$ cat src/sv/byte_record_ring_fifo_top_macros.svh
// assertion helpers used by brf_ctrl
`ifndef BYTE_RECORD_RING_FIFO_TOP_MACROS_SVH
`define BYTE_RECORD_RING_FIFO_TOP_MACROS_SVH

// same-cycle implication, checked out of reset
`define BRF_ASSERT_NOW(lbl, ante, cons) \
	lbl: assert property (@(posedge clk) disable iff (!arst_n) (ante) |-> (cons)) \
		else $error("brf assertion failed");

// next-cycle implication, checked out of reset
`define BRF_ASSERT_NEXT(lbl, ante, cons) \
	lbl: assert property (@(posedge clk) disable iff (!arst_n) (ante) |=> (cons)) \
		else $error("brf assertion failed");

`endif

$ cat src/sv/brf_pkg.sv
// ----------------------------------------------------------------------------
// brf_pkg
// Types and codes shared by the byte/record ring fifo files.
// ----------------------------------------------------------------------------
package brf_pkg;

	// command codes carried in the mode field
	localparam logic [3:0] MODE_PUT_BEGIN  = 4'd0;
	localparam logic [3:0] MODE_REC_PUT    = 4'd1;
	localparam logic [3:0] MODE_PUT_BYTE   = 4'd2;
	localparam logic [3:0] MODE_GET        = 4'd3;
	localparam logic [3:0] MODE_REC_GET    = 4'd4;
	localparam logic [3:0] MODE_PEEK       = 4'd5;
	localparam logic [3:0] MODE_REC_PEEK   = 4'd6;
	localparam logic [3:0] MODE_POP        = 4'd7;
	localparam logic [3:0] MODE_FLUSH      = 4'd8;

	// status codes
	localparam logic [2:0] STS_OK          = 3'd0;
	localparam logic [2:0] STS_FULL        = 3'd1;
	localparam logic [2:0] STS_NOT_ENOUGH  = 3'd2;
	localparam logic [2:0] STS_INVALID     = 3'd3;
	localparam logic [2:0] STS_EMPTY       = 3'd4;
	localparam logic [2:0] STS_TOO_SMALL   = 3'd5;
	localparam logic [2:0] STS_NO_PUT      = 3'd6;

	// configuration register indexes
	localparam logic CFG_ALLOW_WRAP = 1'b0;
	localparam logic CFG_SIZE       = 1'b1;

	// record header length in bytes
	localparam int HDR_SIZE = 2;

	typedef struct packed {
		logic [3:0] mode;
		logic [7:0] data_byte;
		logic [6:0] length;
		logic [7:0] offset;
	} brf_in_t;

	typedef struct packed {
		logic [7:0] read_byte;
		logic       has_byte;
		logic       last;
		logic [2:0] status;
		logic [7:0] record_size;
		logic [7:0] used_count;
		logic [7:0] free_count;
	} brf_out_t;

	typedef struct packed {
		logic       we;
		logic [7:0] waddr;
		logic [7:0] wdata;
		logic       re;
		logic [7:0] raddr;
	} brf_mem_req_t;

	typedef enum logic [3:0] {
		ST_IDLE,
		ST_EVCHK,
		ST_POPCHK,
		ST_SKCHK,
		ST_H0,
		ST_H1,
		ST_H2,
		ST_PUTH0,
		ST_PUTH1,
		ST_RD,
		ST_CAP,
		ST_FIN
	} brf_state_t;

endpackage

$ cat src/sv/byte_record_ring_fifo_top.sv
// ----------------------------------------------------------------------------
// byte_record_ring_fifo_top
// Byte/record ring fifo: sequencer, ring memory and output register.
// ----------------------------------------------------------------------------
// Single-result commands end in ST_FIN, which loads the output register; record
// puts first write the header in ST_PUTH0 and ST_PUTH1. Byte reads alternate
// ST_RD and ST_CAP per byte on the one read port; each record header walked
// (skip, pop, eviction) passes a check state, ST_H0, ST_H1 and ST_H2. A new
// command is taken once the previous one has issued its last beat. Reset clears
// pointers, mode latches and the open put; the ring memory is not cleared.
module byte_record_ring_fifo_top
	import brf_pkg::*;
#(
	parameter int DEPTH     = 256,
	parameter int MAX_BURST = 64
) (
	input  logic       clk,
	input  logic       arst_n,
	input  logic       in_valid,
	output logic       in_stall,
	input  brf_in_t    in_data,
	input  logic       cfg_we,
	input  logic       cfg_index,
	input  logic [8:0] cfg_data,
	output logic       out_valid,
	input  logic       out_stall,
	output brf_out_t   out_data
);

	localparam int MEM_DEPTH = (DEPTH < 256) ? DEPTH : 256;

	brf_mem_req_t mem_req;
	logic [7:0]   mem_rdata;
	logic         ld, out_free, out_valid_q;
	brf_out_t     res, out_data_q;

	assign out_free = !out_valid_q || !out_stall;

	brf_ctrl #(
		.MEM_DEPTH(MEM_DEPTH),
		.MAX_BURST(MAX_BURST)
	) u_ctrl (
		.clk      (clk),
		.arst_n   (arst_n),
		.in_valid (in_valid),
		.in_stall (in_stall),
		.in_data  (in_data),
		.cfg_we   (cfg_we),
		.cfg_index(cfg_index),
		.cfg_data (cfg_data),
		.out_free (out_free),
		.ld       (ld),
		.res      (res),
		.mem_req  (mem_req),
		.mem_rdata(mem_rdata)
	);

	brf_ring_mem #(
		.MEM_DEPTH(MEM_DEPTH)
	) u_mem (
		.clk  (clk),
		.req  (mem_req),
		.rdata(mem_rdata)
	);

	// output beat register
	always_ff @(posedge clk or negedge arst_n) begin
		if (!arst_n) begin
			out_valid_q <= 1'b0;
		end else if (ld) begin
			out_valid_q <= 1'b1;
		end else if (!out_stall) begin
			out_valid_q <= 1'b0;
		end
	end

	always_ff @(posedge clk) begin
		if (ld) begin
			out_data_q <= res;
		end
	end

	assign out_valid = out_valid_q;
	assign out_data  = out_data_q;

endmodule

$ cat src/sv/brf_ring_mem.sv
// ----------------------------------------------------------------------------
// brf_ring_mem
// Byte ring storage, one write and one registered read port.
// ----------------------------------------------------------------------------
module brf_ring_mem
	import brf_pkg::*;
#(
	parameter int MEM_DEPTH = 256
) (
	input  logic         clk,
	input  brf_mem_req_t req,
	output logic [7:0]   rdata
);

	localparam int AW = $clog2(MEM_DEPTH);

	logic [7:0] mem [MEM_DEPTH];

	// write port
	always_ff @(posedge clk) begin
		if (req.we) begin
			mem[req.waddr[AW-1:0]] <= req.wdata;
		end
	end

	// registered read port
	always_ff @(posedge clk) begin
		if (req.re) begin
			rdata <= mem[req.raddr[AW-1:0]];
		end
	end

endmodule

$ cat src/sv/brf_ctrl.sv
// ----------------------------------------------------------------------------
// brf_ctrl
// Command sequencer: pointers, mode latches, header walks and byte streams.
// ----------------------------------------------------------------------------
module brf_ctrl
	import brf_pkg::*;
#(
	parameter int MEM_DEPTH = 256,
	parameter int MAX_BURST = 64
) (
	input  logic         clk,
	input  logic         arst_n,
	input  logic         in_valid,
	output logic         in_stall,
	input  brf_in_t      in_data,
	input  logic         cfg_we,
	input  logic         cfg_index,
	input  logic [8:0]   cfg_data,
	input  logic         out_free,
	output logic         ld,
	output brf_out_t     res,
	output brf_mem_req_t mem_req,
	input  logic [7:0]   mem_rdata
);

	`include "byte_record_ring_fifo_top_macros.svh"

	brf_state_t state_q, state_d;
	logic [7:0]  wr_q, wr_d, rd_q, rd_d;
	logic        bmode_q, bmode_d, rmode_q, rmode_d;
	logic [6:0]  left_q, left_d;
	logic        wrap_q, wrap_d;
	logic [8:0]  size_q, size_d;
	logic [3:0]  op_q, op_d;
	logic [6:0]  n_q, n_d, need_q, need_d, cnt_q, cnt_d;
	logic [7:0]  idx_q, idx_d, i_q, i_d, ptr_q, ptr_d, lo_q, lo_d, rsize_q, rsize_d;
	logic [16:0] pos_q, pos_d;
	logic [2:0]  status_q, status_d;

	logic [7:0]  fill, cap, freeb, start;
	logic [6:0]  n_sat, need_in;
	logic        rec;
	logic [15:0] hdr_s;
	logic [16:0] hs2, fill17, pos_end;

	function automatic logic [7:0] wrap_add(logic [7:0] b, logic [7:0] o, logic [8:0] sz);
		logic [9:0] s;
		s = {2'b00, b} + {2'b00, o};
		if (s >= {1'b0, sz}) s = s - {1'b0, sz};
		return s[7:0];
	endfunction

	// fill level and free room from the pointers
	always_comb begin
		if (wr_q >= rd_q) fill = wr_q - rd_q;
		else fill = 8'(size_q - {1'b0, rd_q} + {1'b0, wr_q});
		cap     = 8'(size_q - 9'd1);
		freeb   = cap - fill;
		fill17  = {9'd0, fill};
		hdr_s   = {mem_rdata, lo_q};
		hs2     = {1'b0, hdr_s} + 17'd2;
		pos_end = pos_q + hs2;
		n_sat   = (in_data.length > 7'(MAX_BURST)) ? 7'(MAX_BURST) : in_data.length;
		rec     = (in_data.mode == MODE_REC_PUT);
		need_in = rec ? 7'(n_sat + 7'(HDR_SIZE)) : n_sat;
		start   = (in_data.mode == MODE_PEEK) ? in_data.offset : 8'd0;
	end

	// next state and outputs
	always_comb begin
		state_d = state_q; wr_d = wr_q; rd_d = rd_q; bmode_d = bmode_q; rmode_d = rmode_q;
		left_d = left_q; wrap_d = wrap_q; size_d = size_q; op_d = op_q; n_d = n_q;
		need_d = need_q; cnt_d = cnt_q; idx_d = idx_q; i_d = i_q; ptr_d = ptr_q;
		lo_d = lo_q; rsize_d = rsize_q; pos_d = pos_q; status_d = status_q;
		in_stall = (state_q != ST_IDLE);
		ld = 1'b0;
		res = '0;
		res.used_count = fill;
		res.free_count = freeb;
		res.status = status_q;
		res.record_size = rsize_q;
		mem_req = '0;

		case (state_q)
			ST_IDLE: begin
				if (in_valid) begin
					op_d = in_data.mode; n_d = n_sat; need_d = need_in;
					status_d = STS_OK; rsize_d = 8'd0; pos_d = '0; i_d = 8'd0;
					state_d = ST_FIN;
					if (left_q != 7'd0 && in_data.mode != MODE_PUT_BYTE
							&& in_data.mode != MODE_FLUSH) begin
						status_d = STS_INVALID;
					end else begin
						case (in_data.mode)
							MODE_PUT_BEGIN, MODE_REC_PUT: begin
								if (rec ? bmode_q : rmode_q) begin
									status_d = STS_INVALID;
								end else begin
									if (rec) rmode_d = 1'b1;
									else bmode_d = 1'b1;
									if (freeb < {1'b0, need_in}) begin
										if (!wrap_q || cap < {1'b0, need_in}) begin
											status_d = STS_FULL;
										end else if (rec) begin
											state_d = ST_EVCHK;
										end else begin
											rd_d = wrap_add(rd_q, 8'({1'b0, need_in} - freeb),
												size_q);
											left_d = n_sat;
										end
									end else if (rec) begin
										state_d = ST_PUTH0;
									end else begin
										left_d = n_sat;
									end
								end
							end
							MODE_PUT_BYTE: begin
								if (left_q == 7'd0) begin
									status_d = STS_NO_PUT;
								end else begin
									mem_req.we = 1'b1;
									mem_req.waddr = wr_q;
									mem_req.wdata = in_data.data_byte;
									wr_d = wrap_add(wr_q, 8'd1, size_q);
									left_d = left_q - 7'd1;
								end
							end
							MODE_GET, MODE_PEEK: begin
								if (in_data.mode == MODE_GET && rmode_q) begin
									status_d = STS_INVALID;
								end else if ({1'b0, fill} < {2'b00, n_sat} + {1'b0, start}) begin
									status_d = STS_NOT_ENOUGH;
								end else if (n_sat != 7'd0) begin
									ptr_d = wrap_add(rd_q, start, size_q);
									if (in_data.mode == MODE_GET) begin
										rd_d = wrap_add(rd_q, {1'b0, n_sat}, size_q);
									end
									cnt_d = n_sat;
									state_d = ST_RD;
								end
							end
							MODE_REC_GET, MODE_REC_PEEK: begin
								if (!rmode_q) status_d = STS_INVALID;
								else if (fill == 8'd0) status_d = STS_EMPTY;
								else begin
									idx_d = (in_data.mode == MODE_REC_PEEK) ? in_data.offset : 8'd0;
									state_d = ST_SKCHK;
								end
							end
							MODE_POP: begin
								if (rmode_q) begin
									cnt_d = n_sat;
									state_d = ST_POPCHK;
								end else if (fill < {1'b0, n_sat}) begin
									rd_d = wr_q;
								end else begin
									rd_d = wrap_add(rd_q, {1'b0, n_sat}, size_q);
								end
							end
							MODE_FLUSH: begin
								rd_d = wr_q;
								left_d = 7'd0;
							end
							default: status_d = STS_INVALID;
						endcase
					end
				end
			end
			// eviction loop for a wrapping record put
			ST_EVCHK: begin
				pos_d = '0;
				if (freeb >= {1'b0, need_q}) state_d = ST_PUTH0;
				else if (fill < 8'(HDR_SIZE)) rd_d = wr_q;
				else state_d = ST_H0;
			end
			// record pop loop
			ST_POPCHK: begin
				pos_d = '0;
				if (cnt_q == 7'd0) state_d = ST_FIN;
				else if (fill < 8'(HDR_SIZE)) begin
					rd_d = wr_q;
					state_d = ST_FIN;
				end else state_d = ST_H0;
			end
			// record index walk
			ST_SKCHK: begin
				if (fill17 < pos_q + 17'(HDR_SIZE)) begin
					status_d = STS_NOT_ENOUGH;
					state_d = ST_FIN;
				end else state_d = ST_H0;
			end
			// header low byte read
			ST_H0: begin
				mem_req.re = 1'b1;
				mem_req.raddr = wrap_add(rd_q, pos_q[7:0], size_q);
				state_d = ST_H1;
			end
			ST_H1: begin
				lo_d = mem_rdata;
				mem_req.re = 1'b1;
				mem_req.raddr = wrap_add(rd_q, pos_q[7:0] + 8'd1, size_q);
				state_d = ST_H2;
			end
			// header complete: act on it
			ST_H2: begin
				case (op_q)
					MODE_REC_PUT, MODE_POP: begin
						if (fill17 < hs2) rd_d = wr_q;
						else rd_d = wrap_add(rd_q, hs2[7:0], size_q);
						if (op_q == MODE_REC_PUT) state_d = ST_EVCHK;
						else if (fill17 < hs2) state_d = ST_FIN;
						else begin
							cnt_d = cnt_q - 7'd1;
							state_d = ST_POPCHK;
						end
					end
					default: begin
						if (i_q != idx_q) begin
							pos_d = pos_end;
							i_d = i_q + 8'd1;
							state_d = ST_SKCHK;
						end else begin
							state_d = ST_FIN;
							rsize_d = hdr_s[7:0];
							if (hdr_s > {9'd0, n_q}) begin
								status_d = STS_TOO_SMALL;
							end else if (fill17 < pos_end) begin
								status_d = STS_NOT_ENOUGH;
								rsize_d = 8'd0;
							end else begin
								ptr_d = wrap_add(rd_q, pos_q[7:0] + 8'(HDR_SIZE), size_q);
								if (op_q == MODE_REC_GET) begin
									rd_d = wrap_add(rd_q, pos_end[7:0], size_q);
								end
								cnt_d = hdr_s[6:0];
								if (hdr_s != 16'd0) state_d = ST_RD;
							end
						end
					end
				endcase
			end
			// record header write
			ST_PUTH0: begin
				mem_req.we = 1'b1;
				mem_req.waddr = wr_q;
				mem_req.wdata = {1'b0, n_q};
				wr_d = wrap_add(wr_q, 8'd1, size_q);
				state_d = ST_PUTH1;
			end
			ST_PUTH1: begin
				mem_req.we = 1'b1;
				mem_req.waddr = wr_q;
				mem_req.wdata = 8'd0;
				wr_d = wrap_add(wr_q, 8'd1, size_q);
				left_d = n_q;
				state_d = ST_FIN;
			end
			// byte stream: read, then deliver
			ST_RD: begin
				if (out_free) begin
					mem_req.re = 1'b1;
					mem_req.raddr = ptr_q;
					ptr_d = wrap_add(ptr_q, 8'd1, size_q);
					cnt_d = cnt_q - 7'd1;
					state_d = ST_CAP;
				end
			end
			ST_CAP: begin
				ld = 1'b1;
				res.read_byte = mem_rdata;
				res.has_byte = 1'b1;
				res.last = (cnt_q == 7'd0);
				state_d = (cnt_q == 7'd0) ? ST_IDLE : ST_RD;
			end
			ST_FIN: begin
				if (out_free) begin
					ld = 1'b1;
					res.last = 1'b1;
					state_d = ST_IDLE;
				end
			end
			default: state_d = ST_IDLE;
		endcase

		// configuration writes: the user must make them only while idle; the block itself does not enforce this
		if (cfg_we) begin
			case (cfg_index)
				CFG_ALLOW_WRAP: wrap_d = cfg_data[0];
				CFG_SIZE: begin
					if (cfg_data < 9'd2) size_d = 9'd2;
					else if (cfg_data > 9'(MEM_DEPTH)) size_d = 9'(MEM_DEPTH);
					else size_d = cfg_data;
					wr_d = 8'd0;
					rd_d = 8'd0;
					left_d = 7'd0;
				end
				default: wrap_d = wrap_q;
			endcase
		end
	end

	// control registers
	always_ff @(posedge clk or negedge arst_n) begin
		if (!arst_n) begin
			state_q <= ST_IDLE;
			wr_q <= 8'd0;
			rd_q <= 8'd0;
			bmode_q <= 1'b0;
			rmode_q <= 1'b0;
			left_q <= 7'd0;
			wrap_q <= 1'b0;
			size_q <= 9'(MEM_DEPTH);
		end else begin
			state_q <= state_d;
			wr_q <= wr_d;
			rd_q <= rd_d;
			bmode_q <= bmode_d;
			rmode_q <= rmode_d;
			left_q <= left_d;
			wrap_q <= wrap_d;
			size_q <= size_d;
		end
	end

	// working registers
	always_ff @(posedge clk) begin
		op_q <= op_d;
		n_q <= n_d;
		need_q <= need_d;
		cnt_q <= cnt_d;
		idx_q <= idx_d;
		i_q <= i_d;
		ptr_q <= ptr_d;
		lo_q <= lo_d;
		rsize_q <= rsize_d;
		pos_q <= pos_d;
		status_q <= status_d;
	end

	`BRF_ASSERT_NOW(a_ld_free, ld, out_free)
	`BRF_ASSERT_NOW(a_fill_cap, 1'b1, fill <= cap)
	`BRF_ASSERT_NOW(a_cap_after_rd, state_q == ST_CAP, $past(state_q) == ST_RD)

endmodule
$ cat config.mk
export PLATFORM = sky130hd
export DESIGN_NAME = byte_record_ring_fifo_top
export DESIGN_NICKNAME = d
export VERILOG_FILES = /design/src/sv/brf_pkg.sv /design/src/sv/byte_record_ring_fifo_top.sv /design/src/sv/brf_ring_mem.sv /design/src/sv/brf_ctrl.sv
export VERILOG_INCLUDE_DIRS = /design/src /design/src/sv
export SDC_FILE = /design/constraint.sdc
export NUM_CORES = 2
export LEC_CHECK = 0
export CORE_MARGIN = 1.5
export CORE_UTILIZATION = 62
export DETAILED_ROUTE_END_ITERATION = 10
export DONT_BUFFER_PORTS = 1
export PLACE_DENSITY = 0.77
export SLEW_MARGIN = 30
export SYNTH_ARGS = -nofsm -noshare
export SYNTH_HDL_FRONTEND = slang
export SYNTH_SLANG_ARGS = --single-unit
$ cat constraint.sdc
create_clock -name clk -period 10.7 [get_ports clk]
set_input_delay 2.675 -clock clk [delete_from_list [all_inputs] [get_ports clk]]
set_output_delay 2.675 -clock clk [all_outputs]
set_load 0.01 [all_outputs]
# Word-level counts from Yosys, hierarchy flattened
# Memory sizes are Yosys's and may differ from the RTL's. A register that Yosys moved wholly into a read port is not among the register bits.
# Index checks and enable logic that the tools add are counted.
dict set report totals {
  reg_bits 162
  ramBits 2048
  wordCells 348
  n_memories 1
}
dict set report op_classes {
  n_addsub 36
  n_lt_le_gt_ge 24
  eq_ne 52
  muxes 162
  n_bitwise 5
  n_reduce_logical 41
}
# memory depth word_bits read_ports rd_clocked_by_memory_dff write_ports line
set mem_list {}
lappend mem_list {u_mem.mem 256 8 1 1 1 brf_ring_mem.sv:17} ;# logic [7:0] mem [MEM_DEPTH];
# cell n
set op_table {}
lappend op_table {{2-to-1 mux 8 bit} 59}
lappend op_table {{2-to-1 mux 7 bit} 24}
lappend op_table {{2-to-1 mux 17 bit} 7}
lappend op_table {{2-to-1 mux 4 bit} 26}
lappend op_table {{subtractor 8 bit} 13}
lappend op_table {{one-hot mux 17 bit (3 select lines)} 2}
lappend op_table {{greater-or-equal comparator 9 bit} 10}
lappend op_table {{one-hot mux 8 bit (4 select lines)} 2}
lappend op_table {{adder 8 x 8 -> 9 bit} 7}
lappend op_table {{less-than comparator 8 x 17 -> 1 bit} 3}
lappend op_table {{one-hot mux 4 bit (12 select lines)} 1}
lappend op_table {{one-hot mux 8 bit (2 select lines)} 3}
lappend op_table {{one-hot mux 7 bit (3 select lines)} 2}
lappend op_table {{== test 4 x 3 -> 1 bit, second input constant} 10}
lappend op_table {{2-to-1 mux 3 bit} 13}
lappend op_table {{one-hot mux 7 bit (2 select lines)} 2}
lappend op_table {{2-to-1 mux 9 bit} 3}
lappend op_table {{one-hot mux 9 bit (3 select lines)} 1}
lappend op_table {{less-than comparator 8 x 7 -> 1 bit} 3}
lappend op_table {{inequality test 3 bit, second input constant} 8}
lappend op_table {{one-hot mux 8 bit (3 select lines)} 1}
lappend op_table {{AND reduction 6 bit} 4}
lappend op_table {{inequality test 2 bit, second input constant} 11}
lappend op_table {{== test 4 bit, second input constant} 5}
lappend op_table {{other kinds (52)} 100}

# Logic depth before layout (Yosys ltp)
dict set report logic_depth {
  ltp_word 18
  mapped_depth 37
}

# By module
# From an unflattened synthesis, not the netlist that was laid out.
dict set report unflattened {
  cells_unflattened 6340
  area_unflattened_um2 100800.4
}
# module instances cells_each area_each_um2 seq_area_each_um2
set by_module_without_submodules {}
lappend by_module_without_submodules {brf_ring_mem 1 3781 79886.6 61739.2}
lappend by_module_without_submodules {brf_ctrl 1 2519 19766.5 3499.6}
lappend by_module_without_submodules {byte_record_ring_fifo_top 1 40 1147.4 1136.1}

# Worst setup path before layout
# Ideal clock, no wire load.
dict set report synth_path {
  path_type {input to register}
  from {input in_data[23] (netlist bit)}
  to {memory u_mem.mem[0][7], data pin}
  setup_ns 0.867
  t_arrival_ns 7.101
  required_time_ns 9.833
  path_slack_ns 2.733
  stages 5
  path_buffers 1
  path_cell_list {clkbuf_1 nor3_1 nand2_1 nor2_1 and2_1}
}
# element line
set synth_lines {}
lappend synth_lines {{from (decl)} byte_record_ring_fifo_top.sv:21} ;# input brf_in_t in_data,
lappend synth_lines {{to (decl)} brf_ring_mem.sv:17}

==> results.ini <==
[floorplan]
core.rowCount = 148
core_area_um2 = 163000
io_pins = 81
start_util = 0.627
die_h_um = 409
die-width_um = 409
dieArea_um2 = 168000

[clock_tree]
h-tree-depth = 4
clockBufferDepth = 3
cts_buffers = 211
holdBufCountCts = 0
clk_pin_slew_ns = 0.06
cts_tree = yes
cts_setup_buffers = 0
cts.sinks = 2217
cts_resized = 0
clock-root-buffer = clkbuf_16
clkLatencyLatePin_ns = 0.90

[setup_path]
r2r_start = u_ctrl.wr_q[0]
r2r_cells = 35
crit_type = register to register
cp_slowest_cell = a2111oi_2
crit_required_ns = 11.41
start_kind = register
crit_top_cell = ha_1
cp_max_fo = 16
rr_endpoint = u_ctrl.rd_q[2]
crit_path_max_incr_delay_ns = 0.65
critical_path_arrival_ns = 9.69
critPathCaptureType = register
r2r_slack_ns = 1.72

[synth]
synth-seq-cells = 2217
synth_mux_area_frac = 0.0408
synth_area_per_cell_um2 = 12.4
yosys.cell_count.top_type = edfxtp_1
synth_top_cell_area_share = 0.639
yosysTopAreaCell = edfxtp_1
synth-edff-count = 2177
ys_async_sr_fraction = 0.0180
synth_common_cells = edfxtp_1, nand2_1, nand3_1
synth_top_family_by_area = simple AND/OR/NAND/NOR gates
synth_nets = 8555
synth_fa_ha_area_frac = 0.0377
synth_flop_cell = edfxtp_1
seq_area_frac_synth = 0.648
netlist_instances = 8225
yosysUniqueCellTypes = 123
synthesis.area_um2 = 102000
ys_top_cells_by_area = edfxtp_1, nand2_1, ha_1
synthSimpleGateAreaFrac = 0.139
synthXorXnorAreaFrac = 0.0179
synth-compound-area-share = 0.0879
ys_warn_count = 0

[routing]
wl_per_cell_um = 31.0
vias_per_cell = 6.91
num_vias = 72600
drt_iter0_drc = 11700
drtPass1Iterations = 9
ant_nets = 0
drt_wl_total_mm = 326
drc_errors = 0

[sta]
setup_viol = 0
relSlewSlack = 0.269
layout_min_cycle_time_ns = 8.98
finalClockSkew_ns = 0.0780
fin_worst_hold_slack_ns = 0.426
worst_pin_slew_ns = 1.07
finalHoldViolCount = 0
finalMaxSlewViolations = 0
rsz0062_at_grt = false
finalCritPeriodShare = 0.839
finalSetupTns_ns = 0
fmax_mhz = 111

[global_routing]
grt_overflow_total = 0
grt_pass1_vias = 68400
grt_max_degree = 211
grt_antenna_before_repair = 14
grtUsageTotal = 0.384
grt_pass1_wl_mm = 468

[place]
dp_hpwl_mm = 204
portBuffers = 0
place.gp.congestion = 0.993

[hold_path]
min_to = out_data[24]
hp-class = register to register
hold_depth = 0
hp-start = u_ctrl.status_q[0]

[status]
status = finished, final reports clean

[finish]
final_nets = 8484
drive_above_1_share = 0.0743
area_delta_synth_final_pct = 9.05

[flow_run]
maxCapViolations = 0

## sequential cells by signal (all words and copies together) (netlist names)
signal	count
u_ctrl.left_q	7
u_ctrl.n_q	6
u_ctrl.ptr_q	8
u_ctrl.state_q	4
u_ctrl.idx_q	8
u_ctrl.wrap_q	1
u_ctrl.rmode_q	1
u_ctrl.status_q	3
u_ctrl.rsize_q	8
u_ctrl.bmode_q	1
u_ctrl.op_q	4
u_ctrl.cnt_q	7
out_valid	1
u_ctrl.i_q	8
u_mem.mem	2048
u_ctrl.lo_q	8
out_data	37
u_ctrl.wr_q	8
u_ctrl.size_q	9
u_mem.rdata	8
u_ctrl.need_q	7
u_ctrl.rd_q	8
u_ctrl.pos_q	17
## cells in the final DEF (no fill, tap or decap), drive strengths merged, types with 34 or more instances in the layout
cell type  count
ha           258
a21oi        293
nor4          34
a311oi        74
clkbuf       259
a211oi        59
nand4         88
a32oi         93
clkinv       106
xnor2        130
nor2         508
a31oi        115
mux2i        288
inv          212
xor2          72
nand2b        37
nand3        516
edfxtp      2177
dfrtp         39
a21o          72
nand2       1620
nor3         101
buf          165
mux4          52
nor2b         36
a221oi        42
and3         167
o21ai        195
## worst max path at each step
stage,startpoint,end,slack [ns],cells after the start
finish,u_ctrl.wr_q[0],u_ctrl.rd_q[2],1.72,35
floorplan,in_data[23],u_mem.mem[0][7],2.73,5
global route,u_ctrl.wr_q[0],u_ctrl.rd_q[2],1.17,35
detailed placement,in_data[14],u_ctrl.rd_q[2],1.57,29
global placement,in_data[14],u_ctrl.rd_q[2],1.62,29
CTS,u_ctrl.wr_q[0],u_ctrl.rd_q[2],1.87,35
## kinds of logic (layout without fill, tap and decap cells)
family / Yosys count / after routing
compound gates: 1289 / 1289
xor+xnor: 204 / 204
fa+ha+maj: 291 / 291
buf+inv: 657 / 765
flops: 2217 / 2217
mux: 350 / 350
other cells: 0 / 4
simple gates: 3217 / 3217
## area by class of cell
cell class                 count  area (um^2)
sequential                  2217        66400
fill                       11100        51700
antenna                        4         10.0
clock buffer                 259         5460
timing repair buffer         165         1570
inverter                     208          783
tap                         2175         2720
clock inverter               133         1300
multi-input combinational   5351        33400
## routing by layer
layer,part of all wire,vias up,GRT usage
met1,0.36,35500,0.514
met5,0.00028,-,0
met4,0.063,14,0.209
met3,0.13,1009,0.0932
met2,0.45,5441,0.582
li1,-,30600,-
## critical path, delay by kind of cell, from the launching register on
kind	cells	cell delay, ns
compound gates	10	2.14
xor+xnor	3	0.66
fa+ha+maj	7	2.43
buf+inv	3	0.53
flops	1	0.58
mux	2	0.50
simple gates	10	1.97
## stage by stage
| step | utilization | setup slack, ns | cell area, um^2 | instances |
|---|---|---|---|---|
| after CTS | 0.683 | 1.87 | 112000 | 10500 |
| final | 0.683 | 1.72 | 112000 | 10500 |
| after detailed placement | 0.642 | 1.57 | 105000 | 10100 |
| after global placement | 0.641 | 1.62 | 105000 | 10100 |
| after floorplan | - | 2.73 | 102000 | 8225 |
| after global routing | 0.683 | 1.17 | 112000 | 10500 |
Power is left out: the tool's default activity adds up to more than one toggle a clock period on the data nets, which glitch-free logic cannot reach.
